<file path="config.mk">
export PLATFORM = sky130hd
export DESIGN_NAME = qrs_div_cell
export DESIGN_NICKNAME = d
export VERILOG_FILES = /design/src/hw/rtl/qrs_pkg.sv /design/src/hw/rtl/qrs_div_cell.sv
export SDC_FILE = /design/constraint.sdc
export NUM_CORES = 1
export LEC_CHECK = 0
export ABC_CLOCK_PERIOD_IN_PS = 4700
export BUFFER_PORTS_ARGS = -buffer_cell sky130_fd_sc_hd__buf_4
export CAP_MARGIN = 0
export CORE_MARGIN = 8
export CORE_UTILIZATION = 52
export CTS_CLUSTER_DIAMETER = 50
export DETAILED_ROUTE_END_ITERATION = 16
export HOLD_SLACK_MARGIN = 0.1
export PLACE_DENSITY = 0.95
export SYNTH_ARGS = -nofsm -noshare
export SYNTH_HDL_FRONTEND = slang
export SYNTH_SLANG_ARGS = --single-unit
</file>
<file path="constraint.sdc">
create_clock -name i_clk -period 4.7 [get_ports i_clk]
set_input_delay 0.94 -clock i_clk [delete_from_list [all_inputs] [get_ports i_clk]]
set_output_delay 0.94 -clock i_clk [all_outputs]
set_load 0.005 [all_outputs]
</file>
<file path="src/hw/rtl/qrs_pkg.sv">
// ----------------------------------------------------------------------------
// qrs_pkg
// Shared widths, word types and per-stage records of the quadratic solver.
// ----------------------------------------------------------------------------
`default_nettype none

package qrs_pkg;

    // Coefficient / root format
    localparam int QRS_W   = 32;                  // word width
    localparam int QRS_F   = 16;                  // fraction bits
    localparam int QRS_TW  = 16;                  // tolerance register width

    // Derived internal widths
    localparam int QRS_PW  = 2 * QRS_W;           // magnitude product
    localparam int QRS_DDW = 2 * QRS_W + 3;       // discriminant magnitude
    localparam int QRS_DQW = QRS_DDW - QRS_F;     // discriminant at Q.F
    localparam int QRS_SW  = QRS_W + 2;           // square root bits (one per cell)
    localparam int QRS_NW  = QRS_W + 3;           // numerator magnitude
    localparam int QRS_DNW = QRS_W + 1;           // denominator magnitude (2|a|)
    localparam int QRS_QB  = QRS_W + 1;           // quotient bits (one per cell)
    localparam int QRS_HW  = QRS_NW + QRS_F - QRS_QB; // dividend bits above quotient

    typedef enum logic [1:0] {
        CNT_NONE = 2'd0,
        CNT_ONE  = 2'd1,
        CNT_TWO  = 2'd2,
        CNT_INF  = 2'd3
    } t_count;

    typedef struct packed {
        logic signed [QRS_W-1:0] coef_a;
        logic signed [QRS_W-1:0] coef_b;
        logic signed [QRS_W-1:0] coef_c;
    } t_in_word;

    typedef struct packed {
        logic [1:0]              solution_count;
        logic signed [QRS_W-1:0] root_first;
        logic signed [QRS_W-1:0] root_second;
        logic                    saturated;
    } t_out_word;

    // Context carried along the square root chain
    typedef struct packed {
        t_count             cnt;
        logic               en1;
        logic               en2;
        logic               quad;     // numerators still need the root
        logic               qneg1;
        logic               qneg2;
        logic               an;
        logic               bn;
        logic [QRS_W-1:0]   bm;
        logic [QRS_NW-1:0]  n1mag;
        logic [QRS_NW-1:0]  n2mag;
        logic [QRS_DNW-1:0] d1mag;
        logic [QRS_DNW-1:0] d2mag;
    } t_ctx;

    // Square root cell state (restoring, two radicand bits per cell)
    typedef struct packed {
        logic [QRS_SW+1:0]   rem;
        logic [QRS_SW-1:0]   root;
        logic [2*QRS_SW-1:0] dsh;
    } t_sq;

    // Divider cell state (restoring, one quotient bit per cell)
    typedef struct packed {
        logic               en;
        logic               qneg;
        logic               ovf;
        logic [QRS_DNW-1:0] rem;
        logic [QRS_DNW-1:0] dmag;
        logic [QRS_QB-1:0]  nlow;
        logic [QRS_QB-1:0]  q;
    } t_dv;

    // Near-zero test of a word magnitude
    function automatic logic near_zero(input logic [QRS_W-1:0] mag,
                                       input logic [QRS_TW-1:0] tol);
        near_zero = (mag == '0) || (mag < {{(QRS_W-QRS_TW){1'b0}}, tol});
    endfunction

endpackage

`default_nettype wire

</file>
<file path="src/hw/rtl/qrs_div_cell.sv">
// ----------------------------------------------------------------------------
// qrs_div_cell
// One restoring division step: shifts in one dividend bit, decides one
// quotient bit, registers the partial state.
// ----------------------------------------------------------------------------
`default_nettype none

module qrs_div_cell (
    input  wire logic         i_clk,
    input  wire logic         i_en,
    input  wire qrs_pkg::t_dv i_dv,
    output qrs_pkg::t_dv      o_dv
);
    import qrs_pkg::*;

    logic [QRS_DNW:0] w_tmp;
    logic             w_take;
    t_dv              n_dv;
    t_dv              r_dv;

    always_comb begin
        w_tmp  = {i_dv.rem, i_dv.nlow[QRS_QB-1]};
        w_take = (w_tmp >= {1'b0, i_dv.dmag});
        n_dv      = i_dv;
        n_dv.nlow = {i_dv.nlow[QRS_QB-2:0], 1'b0};
        n_dv.q    = {i_dv.q[QRS_QB-2:0], w_take};
        if (w_take) begin
            n_dv.rem = QRS_DNW'(w_tmp - {1'b0, i_dv.dmag});
        end else begin
            n_dv.rem = QRS_DNW'(w_tmp);
        end
    end

    always_ff @(posedge i_clk) begin
        if (i_en) begin
            r_dv <= n_dv;
        end
    end

    assign o_dv = r_dv;

endmodule

`default_nettype wire

</file>
==> key figures <==
Placement
  • DP Wirelength: ~16000 µm
  • Post-DP Area: 0.00868 mm²
  • Post-Place Cells: ~930
  • Port bufs: about 270
  • GPL Wtd Cong: a little over 0.9
  • Pre-CTS setup slack: 0.752 ns

Run status
  • Outcome: completed

Global route
  • Total Routing Usage GR: 0.244
  • Initial antenna violation count: 1
  • Vias in the first global route: 5325
  • Global-route wire length before repair: between 20000 and 30000 µm
  • Grt ovf: 0
  • Largest net degree at the start of global routing: between 100 and 150

STA
  • Max-slew headroom: 0.270
  • Slew of the pin with the lowest slew margin: roughly 1.1 ns
  • Period Utilization, post-route: 0.760
  • Max-slew violation count: 0
  • Final worst setup slack: 1.13 ns
  • Final count of hold timing violations: 0
  • Setup_tns: 0 ns
  • RSZ-0062 raised after global routing: false
  • Setup violators final: 0
  • Final min period: between 3 and 4 ns
  • Fmax achieved: approximately 0.28 GHz

Clock network
  • Clock transition at path regs: 0.06 ns
  • Hold buffer count at cts: 0
  • Root Buffer: clkbuf_16
  • Htree depth: 4
  • Num Clock Sinks: ~130
  • Post-cts sizing count: 0
  • Clk buf depth: 2
  • CTS Buf Count: 17
  • CTS tree: built
  • Postcts setup bufs: 0

Power and ir drop
  • Pwr Density: 379 mW/mm²
  • Internal: about 2.6 mW
  • VDD IR max: roughly 0.23 mV
  • Comb power frac: 0.201
  • Clk network pwr share: 0.375
  • Sw Ratio: 0.250
  • Sequential Power Share: 0.425
  • P_leak: around 4.0 nW
  • Switching pwr: between 800 and 900 µW

Route
  • DRC Markers: 0
  • Vias: 5101
  • 1st-iter DRT viols: 335
  • DR vias/cell: about 5.3
  • Drt wl/cell: 21.2 µm
  • Detailed Routing Iterations Pass 1: 4
  • Final ANT Viol Nets: 0
  • Final WL: roughly 20000 µm

Layout
  • Nets: around 950
  • Layout cells sized above 1: 0.441
  • Finished Cell Area: 0.00927 mm²
  • Layout Area Growth over Synthesis: 41.3%
  • Filler instances: approximately 860
  • Max reg flops: approximately 130
  • Finished Layout Cells: ~960

Logic synthesis
  • Seq/Total Area, Yosys: 0.613
  • Ys flop type: edfxtp_1
  • Yosys warns: 0
  • Area contributors post-synth: edfxtp_1 (61%), ha_1 (6.3%), o21ai_2 (2.7%)
  • Asr flop ratio synth: 0
  • Mapped cell area: between 0.006 and 0.007 mm²
  • Cell variety after synth: between 60 and 70
  • Most frequent cell after synthesis: edfxtp_1
  • Yosys top cell by area: edfxtp_1
  • Post-synth top area share: 0.613
  • Post-synth net total: about 670
  • Synth Register Bits: 134
  • Synth top cells by count: edfxtp_1 (134), inv_1 (44), nand2_1 (42)
  • Mean Syn Cell Area: about 13 µm²
  • EDFF count, synth: between 100 and 150
  • Post-Syn Instances: around 500

Critical path
  • Critical Path AT: between 3 and 4 ns
  • Crit Path Class: in -> reg
  • Max FO, Critical Path: 39
  • Worst Path Required: about 4.9 ns
  • Crit. End Element: flop
  • Critical Path Start: i_dv[65]
  • CP Launch Type: input pin

Floorplanning
  • Total die area: around 0.016 mm²
  • I/O pin count: roughly 270
  • Site Rows: slightly above 40
  • Initial Util: 0.526
  • Core area: approximately 0.012 mm²
  • Die width: between 100 and 150 µm
  • Chip height: roughly 130 µm

Flow run
  • Max Cap Viol: 0

Hold path
  • Hold Startpoint: i_dv[22]
  • Path type of the worst min-delay path: in -> reg
-- per-stage QoR --
stage               power, mW  hold WS, ns  utilization
floorplan                1.84         1.04            -
global placement         2.20         1.12        0.697
detailed placement       2.22         1.12        0.697
CTS                      3.55        0.676        0.743
global route             3.65        0.675        0.744
finish                   3.52        0.697        0.744
-- critical path, stage by stage --
cell and delay, ns:
buf_4 0.11, inv_1 0.05, ha_1 0.15, inv_1 0.06
fa_1 0.41, a21o_1 0.23, a221oi_2 0.45, o21ai_2 0.14
a21boi_2 0.25, o31ai_2 0.15, a21oi_4 0.18, buf_12 0.25
mux2_4 0.33
-- final cells by class --
type / instances / area, µm² / area share
flip-flops and latches: 134 / 4020 / 0.434
multi-input cells: 305 / 2220 / 0.239
repair buffers: 272 / 2060 / 0.222
clock buffers: 17 / 425 / 0.0459
well taps: 172 / 215 / 0.0232
inverters: 45 / 169 / 0.0182
clock inverters: 13 / 159 / 0.0171
diodes: 1 / 2.50 / 0.000270
-- power groups by stage --
stage / Combinational [mW] / Clock [mW] / Sequential [mW]
3_3_place_gp: 0.684 / 0 / 1.51
6_report: 0.705 / 1.32 / 1.49
3_5_place_dp: 0.702 / 0 / 1.52
4_1_cts: 0.707 / 1.34 / 1.50
2_1_floorplan: 0.313 / 0 / 1.53
5_1_grt: 0.761 / 1.39 / 1.50
-- routing by layer --
layer | vias up | global-route usage | part of all wire
met1 | 2399 | 0.255 | 0.36
met4 | 0 | 0.0916 | 0.023
met5 | - | 0 | 0
li1 | 2415 | - | -
met3 | 29 | 0.107 | 0.11
met2 | 258 | 0.427 | 0.51
-- final timing paths --
path / endpoint / depth (start not counted)
hold / removal: o_dv[23] / 1
setup / recovery: o_dv[100] / 13
-- layout by cell type, fill, tap and decap left out, drive strengths merged, types with 2 or more instances in the layout --
| master | instances |
|---|---|
| nand4 | 5 |
| a211oi | 3 |
| bufinv | 3 |
| a2111oi | 2 |
| buf | 272 |
| a211o | 2 |
| or3 | 2 |
| a21o | 12 |
| a21oi | 34 |
| and3 | 9 |
| clkbuf | 17 |
| inv | 46 |
| o21bai | 6 |
| nand2 | 52 |
| o211ai | 3 |
| o21a | 4 |
| o21ai | 48 |
| nor2b | 3 |
| clkinv | 7 |
| edfxtp | 134 |
| ha | 33 |
| nor3 | 4 |
| nor4 | 4 |
| nand3 | 6 |
| xnor2 | 15 |
| a21boi | 2 |
| nor2 | 14 |
| clkinvlp | 2 |
| nand2b | 4 |
| o31ai | 6 |
| a31oi | 3 |
| xor2 | 13 |
-- cells by family (layout without fill, tap and decap cells) --
family / count (synthesis) / count (layout) / synth area share
AOI/OAI and AO/OA: 136 / 136 / 0.153
DFF: 134 / 134 / 0.613
and+or+nand+nor: 105 / 105 / 0.0789
buffers and inverters: 63 / 347 / 0.0490
adders and majority gates: 34 / 34 / 0.0660
xor gates and xnor gates: 28 / 28 / 0.0374
other: 1 / 2 / 0.000571
muxes: 1 / 1 / 0.00229
No activity file was read; power rests on OpenSTA's default activity.
