## src/hw/rtl/qrs_pkg.sv

```systemverilog
// ----------------------------------------------------------------------------
// qrs_pkg
// Shared widths, word types and per-stage records of the quadratic solver.
// ----------------------------------------------------------------------------
`default_nettype none

package qrs_pkg;

    // Coefficient / root format
    localparam int QRS_W   = 32;                  // word width
    localparam int QRS_F   = 16;                  // fraction bits
    localparam int QRS_TW  = 16;                  // tolerance register width

    // Derived internal widths
    localparam int QRS_PW  = 2 * QRS_W;           // magnitude product
    localparam int QRS_DDW = 2 * QRS_W + 3;       // discriminant magnitude
    localparam int QRS_DQW = QRS_DDW - QRS_F;     // discriminant at Q.F
    localparam int QRS_SW  = QRS_W + 2;           // square root bits (one per cell)
    localparam int QRS_NW  = QRS_W + 3;           // numerator magnitude
    localparam int QRS_DNW = QRS_W + 1;           // denominator magnitude (2|a|)
    localparam int QRS_QB  = QRS_W + 1;           // quotient bits (one per cell)
    localparam int QRS_HW  = QRS_NW + QRS_F - QRS_QB; // dividend bits above quotient

    typedef enum logic [1:0] {
        CNT_NONE = 2'd0,
        CNT_ONE  = 2'd1,
        CNT_TWO  = 2'd2,
        CNT_INF  = 2'd3
    } t_count;

    typedef struct packed {
        logic signed [QRS_W-1:0] coef_a;
        logic signed [QRS_W-1:0] coef_b;
        logic signed [QRS_W-1:0] coef_c;
    } t_in_word;

    typedef struct packed {
        logic [1:0]              solution_count;
        logic signed [QRS_W-1:0] root_first;
        logic signed [QRS_W-1:0] root_second;
        logic                    saturated;
    } t_out_word;

    // Context carried along the square root chain
    typedef struct packed {
        t_count             cnt;
        logic               en1;
        logic               en2;
        logic               quad;     // numerators still need the root
        logic               qneg1;
        logic               qneg2;
        logic               an;
        logic               bn;
        logic [QRS_W-1:0]   bm;
        logic [QRS_NW-1:0]  n1mag;
        logic [QRS_NW-1:0]  n2mag;
        logic [QRS_DNW-1:0] d1mag;
        logic [QRS_DNW-1:0] d2mag;
    } t_ctx;

    // Square root cell state (restoring, two radicand bits per cell)
    typedef struct packed {
        logic [QRS_SW+1:0]   rem;
        logic [QRS_SW-1:0]   root;
        logic [2*QRS_SW-1:0] dsh;
    } t_sq;

    // Divider cell state (restoring, one quotient bit per cell)
    typedef struct packed {
        logic               en;
        logic               qneg;
        logic               ovf;
        logic [QRS_DNW-1:0] rem;
        logic [QRS_DNW-1:0] dmag;
        logic [QRS_QB-1:0]  nlow;
        logic [QRS_QB-1:0]  q;
    } t_dv;

    // Near-zero test of a word magnitude
    function automatic logic near_zero(input logic [QRS_W-1:0] mag,
                                       input logic [QRS_TW-1:0] tol);
        near_zero = (mag == '0) || (mag < {{(QRS_W-QRS_TW){1'b0}}, tol});
    endfunction

endpackage

`default_nettype wire

```

## src/hw/rtl/qrs_sqrt_cell.sv

```systemverilog
// ----------------------------------------------------------------------------
// qrs_sqrt_cell
// One restoring square root step: brings down two radicand bits, decides one
// root bit, and registers the result with the item's context.
// ----------------------------------------------------------------------------
`default_nettype none

module qrs_sqrt_cell (
    input  wire logic          i_clk,
    input  wire logic          i_en,
    input  wire qrs_pkg::t_ctx i_ctx,
    input  wire qrs_pkg::t_sq  i_sq,
    output qrs_pkg::t_ctx      o_ctx,
    output qrs_pkg::t_sq       o_sq
);
    import qrs_pkg::*;

    logic [QRS_SW+3:0] w_tmp;
    logic [QRS_SW+3:0] w_trial;
    t_sq               n_sq;
    t_ctx              r_ctx;
    t_sq               r_sq;

    // trial subtract of (4*root + 1)
    always_comb begin
        w_tmp   = {i_sq.rem, i_sq.dsh[2*QRS_SW-1 -: 2]};
        w_trial = {2'b00, i_sq.root, 2'b01};
        n_sq.dsh = {i_sq.dsh[2*QRS_SW-3:0], 2'b00};
        if (w_tmp >= w_trial) begin
            n_sq.rem  = (QRS_SW+2)'(w_tmp - w_trial);
            n_sq.root = {i_sq.root[QRS_SW-2:0], 1'b1};
        end else begin
            n_sq.rem  = (QRS_SW+2)'(w_tmp);
            n_sq.root = {i_sq.root[QRS_SW-2:0], 1'b0};
        end
    end

    always_ff @(posedge i_clk) begin
        if (i_en) begin
            r_ctx <= i_ctx;
            r_sq  <= n_sq;
        end
    end

    assign o_ctx = r_ctx;
    assign o_sq  = r_sq;

endmodule

`default_nettype wire

```

## config.mk

```make
export PLATFORM = sky130hd
export DESIGN_NAME = qrs_sqrt_cell
export DESIGN_NICKNAME = d
export VERILOG_FILES = /design/src/hw/rtl/qrs_pkg.sv /design/src/hw/rtl/qrs_sqrt_cell.sv
export SDC_FILE = /design/constraint.sdc
export NUM_CORES = 1
export LEC_CHECK = 0
export ABC_AREA = 1
export BUFFER_PORTS_ARGS = -buffer_cell sky130_fd_sc_hd__buf_4
export CORE_AREA = 2 2 248 250
export DETAILED_ROUTE_END_ITERATION = 8
export DIE_AREA = 0 0 250 252
export GPL_TIMING_DRIVEN = 0
export PLACE_DENSITY = 0.53
export SLEW_MARGIN = 30
export SYNTH_ARGS = -nofsm -noshare
export SYNTH_HDL_FRONTEND = slang
export SYNTH_SLANG_ARGS = --single-unit
```

## constraint.sdc

```tcl
create_clock -name i_clk -period 5.2 [get_ports i_clk]
set_input_delay 0.52 -clock i_clk [delete_from_list [all_inputs] [get_ports i_clk]]
set_output_delay 0.52 -clock i_clk [all_outputs]
set_load 0.02 [all_outputs]
```

==> results of run 1 <==
-- state kept, by name (all words and copies together), names as in the netlist --
| signal | count |
|---|---|
| o_ctx | 177 |
| o_sq | 136 |
-- power by group through the flow --
stage / clock network, µW / logic, µW / registers, µW
6_report: 2610 / 1400 / 3100
5_1_grt: 2800 / 1490 / 3120
4_1_cts: 2700 / 1430 / 3110
3_5_place_dp: 0 / 1420 / 3150
3_3_place_gp: 0 / 1410 / 3160
2_1_floorplan: 0 / 328 / 3440
-- critical path: stages --
cell	delay [ps]
buf_4	140
inv_1	50
ha_1	380
nand2_1	150
inv_1	70
nand2_1	70
nand3_1	160
nor2_1	330
nand3_1	240
xor2_1	200
nand2_2	70
nand2_1	90
-- how the worst max path moves through the flow --
stage | start | endpoint | slack, ps | depth (start not counted)
floorplan | i_sq[95] | o_sq[119]$_DFFE_PP_ | 3030 | 11
global placement | i_en | o_sq[71]$_DFFE_PP_ | 1240 | 1
detailed placement | i_sq[84] | o_sq[137]$_DFFE_PP_ | 2380 | 13
CTS | i_sq[84] | o_sq[121]$_DFFE_PP_ | 2960 | 12
global route | i_sq[85] | o_sq[121]$_DFFE_PP_ | 2840 | 15
finish | i_sq[84] | o_sq[121]$_DFFE_PP_ | 2990 | 12
-- cell usage in the layout, fill, tap and decap left out, types with 5 or more instances in the layout --
cell type and instances:
edfxtp_1 313, buf_6 5, clkbuf_16 39, nor2_1 47
o21bai_1 9, buf_4 630, nand3_2 31, inv_1 129
ha_1 36, clkinv_1 12, nand3_1 48, o21ai_0 5
nor2_2 10, nor3_1 7, clkbuf_1 8, nand4_1 6
xor2_1 17, a21oi_1 25, nand2_2 35, nand2_1 248
nand3b_1 9
-- metrics by stage --
step           total power [µW]  area, µm²  setup WS, ps  instances
3_5_place_dp               4570      18900          2380       2424
6_report                   7110      20100          2990       2496
4_1_cts                    7230      20100          2960       2493
3_3_place_gp               4570      18800          1240       2420
2_1_floorplan              3760      13100          3030       1009
5_1_grt                    7410      20100          2840       2493
-- cell type report --
| cell class | count | area, µm² |
|---|---|---|
| multi-input cells | 549 | 3030 |
| plain buffers | 14 | 176 |
| diodes | 3 | 7.51 |
| fillers | 6079 | 40000 |
| clock inverters | 22 | 205 |
| flip-flops and latches | 313 | 9400 |
| well taps | 782 | 978 |
| repair buffers | 633 | 4840 |
| clock buffers | 47 | 1010 |
| inverters | 133 | 499 |
-- cells by family (layout without fill, tap and decap cells) --
| group | after synthesis | after routing | synth area share [%] |
|---|---|---|---|
| XOR/XNOR | 18 | 18 | 1.20 |
| other | 1 | 5 | 0.0286 |
| AND/OR/NAND/NOR | 452 | 452 | 16.7 |
| adder cells (fa/ha/maj) | 36 | 36 | 3.44 |
| AO/OA/AOI/OAI | 41 | 41 | 1.79 |
| flip-flops | 313 | 313 | 71.7 |
| buffers and inverters | 147 | 849 | 5.16 |
-- metal layers --
layer | global-route usage, % | up-vias | routed length [µm]
met2 | 30.9 | 419 | 29400
met4 | 6.31 | 28 | 2150
met5 | 0 | - | 165
met3 | 6.65 | 107 | 5050
met1 | 18.8 | 4971 | 20400
li1 | - | 4790 | -
==> impl_metrics.yaml, run 1 <==
synth:
  synthMostInstantiatedCell: "edfxtp_1"
  syn_area_mm2: 0.0131
  synth_flop_cell: "edfxtp_1"
  syn_inst: 1008
  async_reset_ff_share_pct: 0
  yosys.area.top_type: "edfxtp_1"
  ys_seq_area_share_pct: 71.7
  ys_top_cells_by_area: "edfxtp_1 72%, nand2_1 7.1%, inv_1 3.7%, ha_1 3.4%, nand3_2 2.4%"
  synth.cells.most_frequent: "313 x edfxtp_1, 248 x nand2_1, 129 x inv_1, 48 x nand3_1, 47 x nor2_1"
  syn_area_per_cell_um2: 13.0
  synth_cell_type_count: 33
  ys_warn_count: 0
  synth_top_cell_area_share_pct: 71.7
  ys_ff_latch: 313
  synth_edf_count: 313
critical_path:
  crit_type: "in -> reg"
  crit_path_end_kind: "flip-flop"
  critical_path_arrival_ps: 2480
  cp.required_ps: 5470
  path_max_fanout: 5
  cp-start-kind: "input port"
grt:
  track_usage_pct: 17.4
  grt_pass1_vias: 10400
  grt_pass1_wl_um: 77300
  gr-total-overflow: 0
  antenna_found_initial: 17
  grt_max_degree: 86
pwr:
  p_int_uw: 5130
  peakVddDrop_mv: 0.194
  seqPwrFrac_pct: 43.7
  p_leak_uw: 0.00900
  p_sw_uw: 1980
  clockPowerShare_pct: 36.7
  switching_share_pct: 27.8
  p_comb_share_pct: 19.6
  p_per_area_mw_per_mm2: 353
floorplan:
  die_area_mm2: 0.0630
  fp-row-count: 90
  core_area_mm2: 0.0601
  start_util_pct: 21.8
  die_h_um: 252
  die-width_um: 250
  io_pins: 632
hold_path:
  worstHoldPathCells: 1
  min_from: "i_ctx[153]"
  hold_class: "in -> reg"
  min_delay_worst_endpoint: "o_ctx[153]$_DFFE_PP_"
clocking:
  cts_buffers: 38
  cts_buffer_depth: 3
  cts_sinks: 313
  clk_pin_slew_ps: 60
  htreeDepth: 2
  cts_tree: "done"
  clock-root-buffer: "clkbuf_16"
  postCtsHoldBufs: 0
  ctsResizeCount: 0
  cts_setup_buffers: 0
cells_and_area:
  final_util_pct: 33.5
  drive_gt1_share_pct: 45.8
  syn_to_final_growth_pct: 53.7
  fin_nets: 2035
detailed_routing:
  drc: 0
  routed_via_density: 4.13
  avgRoutedWirePerCell_um: 22.9
  dr.pass1.iters: 5
  detail_route.iter0.violations: 594
  via_count: 10300
  finalWirelength_um: 57100
  drtAntennaViolNets: 0
placement:
  dp_hpwl_um: 47300
  gp_congestion: 0.883
  portBuffers: 629
outcome:
  status: "complete, no violations"
timing:
  min_period_ps: 2210
  setup_tns_ps: 0
  hold_viol_final: 0
  grt_setup_unrepaired: "false"
  finalSetupViolCount: 0
  slew_viol_final: 0
  fmax_ghz: 0.453
  hold-worst-slack_ps: 144
  post-route-period-util_pct: 42.4
flow_run:
  max-cap-violations: 0
Power figures use the tool's default switching activity.
==> run 2: changes to the inputs <==
--- a/config.mk
+++ b/config.mk
@@ -7,11 +7,11 @@
 export LEC_CHECK = 0
 export ABC_AREA = 1
 export BUFFER_PORTS_ARGS = -buffer_cell sky130_fd_sc_hd__buf_4
-export CORE_AREA = 2 2 248 250
+export CORE_AREA = 2 2 249 251
 export DETAILED_ROUTE_END_ITERATION = 8
-export DIE_AREA = 0 0 250 252
+export DIE_AREA = 0 0 251 253
 export GPL_TIMING_DRIVEN = 0
-export PLACE_DENSITY = 0.53
+export PLACE_DENSITY = 0.52
 export SLEW_MARGIN = 30
 export SYNTH_ARGS = -nofsm -noshare
 export SYNTH_HDL_FRONTEND = slang
==> constraint.sdc (replaced) <==
create_clock -name i_clk -period 2.2 [get_ports i_clk]
set_input_delay 0.22 -clock i_clk [delete_from_list [all_inputs] [get_ports i_clk]]
set_output_delay 0.22 -clock i_clk [all_outputs]
set_load 0.02 [all_outputs]
==> impl_metrics.yaml, run 2 (synthesized netlist as in run 1, its figures left out) <==
outcome:
  status: "complete, no violations"
grt:
  grt_pass1_wl_um: 84400
  antenna_found_initial: 20
  track_usage_pct: 18.6
  grt_max_degree: 87
  gr-total-overflow: 0
  grt_pass1_vias: 11900
critical_path:
  path_max_fanout: 10
  cp.required_ps: 2500
  cp-start-kind: "input port"
  crit_type: "in -> reg"
  critical_path_arrival_ps: 2350
  crit_path_end_kind: "flip-flop"
cells_and_area:
  final_common_cell: "buf_4"
  final_util_pct: 38.2
  mostFrequentLayoutCells: "631 x buf_4, 313 x edfxtp_1, 307 x dlygate4sd3_1, 248 x nand2_1, 129 x inv_1"
  fin_nets: 2345
  syn_to_final_growth_pct: 78.0
  drive_gt1_share_pct: 39.3
  largest_register_ffs: 177
detailed_routing:
  drtAntennaViolNets: 0
  dr.pass1.iters: 4
  detail_route.iter0.violations: 656
  drc: 0
  via_count: 11400
  routed_via_density: 4.06
  finalWirelength_um: 61900
  avgRoutedWirePerCell_um: 22.0
timing:
  hold_viol_final: 0
  slew_viol_final: 0
  min_period_ps: 2050
  fmax_ghz: 0.488
  finalSetupViolCount: 0
  worst_slew_pin_slew_ps: 508
  grt_setup_unrepaired: "false"
  setup_tns_ps: 0
  slew_headroom_pct: 66.1
  post-route-period-util_pct: 93.1
floorplan:
  core_area_mm2: 0.0610
  die_h_um: 253
  fp-row-count: 91
  start_util_pct: 21.5
  die-width_um: 251
  die_area_mm2: 0.0635
  io_pins: 632
clocking:
  clk_pin_slew_ps: 60
  clock-root-buffer: "clkbuf_16"
  cts_sinks: 313
  cts_buffers: 41
  cts_buffer_depth: 3
  htreeDepth: 2
  cts_setup_buffers: 0
  cts_tree: "done"
pwr:
  peakVddDrop_mv: 0.457
  p_int_uw: 12700
  power.total_uw: 17700
  switching_share_pct: 28.1
  p_comb_share_pct: 21.5
  p_per_area_mw_per_mm2: 759
  clockPowerShare_pct: 37.0
  p_leak_uw: 0.0103
  p_sw_uw: 4970
  seqPwrFrac_pct: 41.5
placement:
  gp_congestion: 0.905
  portBuffers: 629
  dp_hpwl_um: 48600
hold_path:
  hold_class: "in -> reg"
flow_run:
  max-cap-violations: 0
run 2: changes by cell type in the layout (fill, tap and decap cells not counted), moves of 2 or more:
| cell | before | now |
|---|---|---|
| clkbuf_16 | 39 | 42 |
| clkinv_1 | 12 | 7 |
| diode_2 | 3 | 5 |
| dlygate4sd3_1 | 0 | 307 |
run 2: power groups by stage:
stage	Combinational, µW	Clock (µW)	Sequential [µW]
finish	3810	6550	7340
global route	4060	6990	7390
CTS	3860	6800	7350
detailed placement	3360	0	7460
global placement	3330	0	7480
floorplan	775	0	8120
run 2: worst paths after layout:
check      start                  end  depth (start not counted)
max    i_sq[135]  o_sq[121]$_DFFE_PP_                         13
min    i_sq[105]  o_sq[107]$_DFFE_PP_                          3
run 2: area by class of cell:
type                            instances  area, µm²
Sequential cell                       313       9400
Antenna cell                            5       12.5
Fill cell                            5972      37700
Inverter                              133        499
Clock inverter                         21        220
Timing Repair Buffer                  940       7910
Tap cell                              790        988
Multi-Input combinational cell        549       3040
Buffer                                 14        183
Clock buffer                           49       1080
run 2: critical path: stages:
cell           delay [ps]
dlygate4sd3_1         530
buf_4                 140
ha_1                  300
nand2_1               140
nor2_2                 60
nand2_1               110
inv_2                  70
a21oi_2               150
nand4_2               130
buf_8                 190
buf_12                160
nand2_2                60
nand2_1                70
run 2: layer usage:
layer | wire, µm | track usage [%] | part of all wire [%]
met5 | 158 | 0 | 0.26
met1 | 23400 | 20.9 | 38
met4 | 2950 | 8.35 | 4.8
met3 | 5200 | 6.99 | 8.4
met2 | 30100 | 31.6 | 49
run 2: repair_timing:
item,4_1_cts,5_1_grt
endpoints found under the setup margin,0,18
hold endpoints to repair,324,0
resized for setup,0,5
hold buffers,307,0
run 2: metrics by stage:
step                      std cells  hold WS, ps  setup WS, ps  instance area, µm²
after floorplan                1009          319           331               13100
after global placement         2428          399         -1500               18800
after detailed placement       2432          399          -365               18900
after CTS                      2809         8.94          89.9               23300
after global routing           2812         36.3          7.96               23300
final                          2814         37.2           151               23300
==> run 3: changes to the inputs <==
--- a/config.mk
+++ b/config.mk
@@ -11,6 +11,7 @@
 export DETAILED_ROUTE_END_ITERATION = 8
 export DIE_AREA = 0 0 251 253
 export GPL_TIMING_DRIVEN = 0
+export HOLD_SLACK_MARGIN = 0.12
 export PLACE_DENSITY = 0.52
 export SLEW_MARGIN = 30
 export SYNTH_ARGS = -nofsm -noshare
==> constraint.sdc (replaced) <==
create_clock -name i_clk -period 2.2 [get_ports i_clk]
set_input_delay 0.44 -clock i_clk [delete_from_list [all_inputs] [get_ports i_clk]]
set_output_delay 0.44 -clock i_clk [all_outputs]
set_load 0.02 [all_outputs]
==> impl_metrics.yaml, run 3 (synthesized netlist as in run 1, its figures left out) <==
clocking:
  clk_pin_slew_ps: 60
  cts_tree: "done"
  cts_buffer_depth: 3
  clock-root-buffer: "clkbuf_16"
  cts_sinks: 313
  cts_setup_buffers: 0
  htreeDepth: 2
  cts_buffers: 41
cells_and_area:
  fin_nets: 2311
  final_util_pct: 37.7
  drive_gt1_share_pct: 40.2
  mostFrequentLayoutCells: "630 x buf_4, 313 x edfxtp_1, 273 x dlygate4sd3_1, 246 x nand2_1, 129 x inv_1"
  stdcell_count: 2783
  syn_to_final_growth_pct: 75.6
  largest_register_ffs: 177
  final_common_cell: "buf_4"
timing:
  slew_headroom_pct: 66.6
  layout_setup_ws_ps: 129
  hold-worst-slack_ps: 170
  hold_viol_final: 0
  finalSetupViolCount: 0
  worst_slew_pin_slew_ps: 501
  post-route-period-util_pct: 94.1
  slew_viol_final: 0
  fmax_ghz: 0.483
  min_period_ps: 2070
  grt_setup_unrepaired: "false"
critical_path:
  crit_family: "simple AND/OR/NAND/NOR gates"
  crit_chain: "buf_4 > inv_1 > ha_1 > nand2_1 > inv_1 > nand2_1 > nand3_1 > nor2_2 > nand3_1 > nand2_1 > nand3_1 > nand3_1 > nand2_1"
  critPathBufInv: 3
  crit_path_end_kind: "flip-flop"
  cp.required_ps: 2510
  crit_type: "in -> reg"
  cp.depth: 13
  critical_path_arrival_ps: 2380
  path_max_fanout: 5
  cp-start-kind: "input port"
  slowest_stage: "ha_1"
  critical-path-max-stage-delay_ps: 370
placement:
  dp_hpwl_um: 48600
  gp_congestion: 0.905
  place_inst: 2432
  pre_cts_ws_ps: -585
  portBuffers: 629
grt:
  track_usage_pct: 18.6
  grt_max_degree: 87
  antenna_found_initial: 19
  grt_pass1_wl_um: 84200
  gr-total-overflow: 0
  grt_pass1_vias: 11800
detailed_routing:
  detail_route.iter0.violations: 606
  dr.pass1.iters: 5
  routed_via_density: 4.08
  avgRoutedWirePerCell_um: 22.2
  finalWirelength_um: 61700
  drc: 0
  drtAntennaViolNets: 0
  via_count: 11300
hold_path:
  min_delay_worst_endpoint: "o_sq[86]$_DFFE_PP_"
  min_from: "i_sq[85]"
  hold_class: "in -> reg"
  worstHoldPathCells: 1
floorplan:
  die-width_um: 251
  fp-row-count: 91
  io_pins: 632
  die_h_um: 253
  start_util_pct: 21.5
  die_area_mm2: 0.0635
  core_area_mm2: 0.0610
outcome:
  status: "complete, no violations"
pwr:
  p_per_area_mw_per_mm2: 769
  p_leak_uw: 0.0102
  power.total_uw: 17700
  peakVddDrop_mv: 0.460
flow_run:
  max-cap-violations: 0
==> run 3: worst max path at each step <==
stage             start                   to  slack [ps]
2_1_floorplan  i_sq[95]  o_sq[119]$_DFFE_PP_         110
3_3_place_gp       i_en   o_sq[71]$_DFFE_PP_       -1720
3_5_place_dp   i_sq[78]  o_sq[123]$_DFFE_PP_        -590
4_1_cts        i_sq[78]  o_sq[123]$_DFFE_PP_           4
5_1_grt        i_sq[85]  o_sq[128]$_DFFE_PP_          20
6_report       i_sq[84]  o_sq[137]$_DFFE_PP_         130
==> run 3: per-layer routing <==
metal | GRT usage [%] | part of all wire (%)
met3 | 7.18 | 8.9
met4 | 8.61 | 4.9
met5 | 0 | 0.24
met1 | 20.7 | 37
met2 | 31.4 | 49
==> run 3: power breakdown <==
group	switching, µW	internal, µW
registers	163	7180
logic	2120	1660
clock network	2710	3860
==> run 3: layout make-up <==
cell class	instances	area (µm²)
buffer	14	176
multi-input combinational	549	3060
fill	5981	38000
tap	790	988
antenna	8	20.0
timing repair buffer	906	7570
clock inverter	21	220
sequential	313	9400
clock buffer	49	1080
inverter	133	499
==> run 3: repair_timing <==
item / in CTS / in global routing
hold buffers: 273 / 0
resized for setup: 0 / 8
hold endpoints to repair: 273 / 0
setup endpoints to repair: 0 / 35
==> run 3: through the flow <==
stage / cell area, µm² / TNS (ps)
5_1_grt: 23000 / 0
6_report: 23000 / 0
3_5_place_dp: 18900 / -20210
3_3_place_gp: 18800 / -541600
4_1_cts: 23000 / 0
2_1_floorplan: 13100 / 0
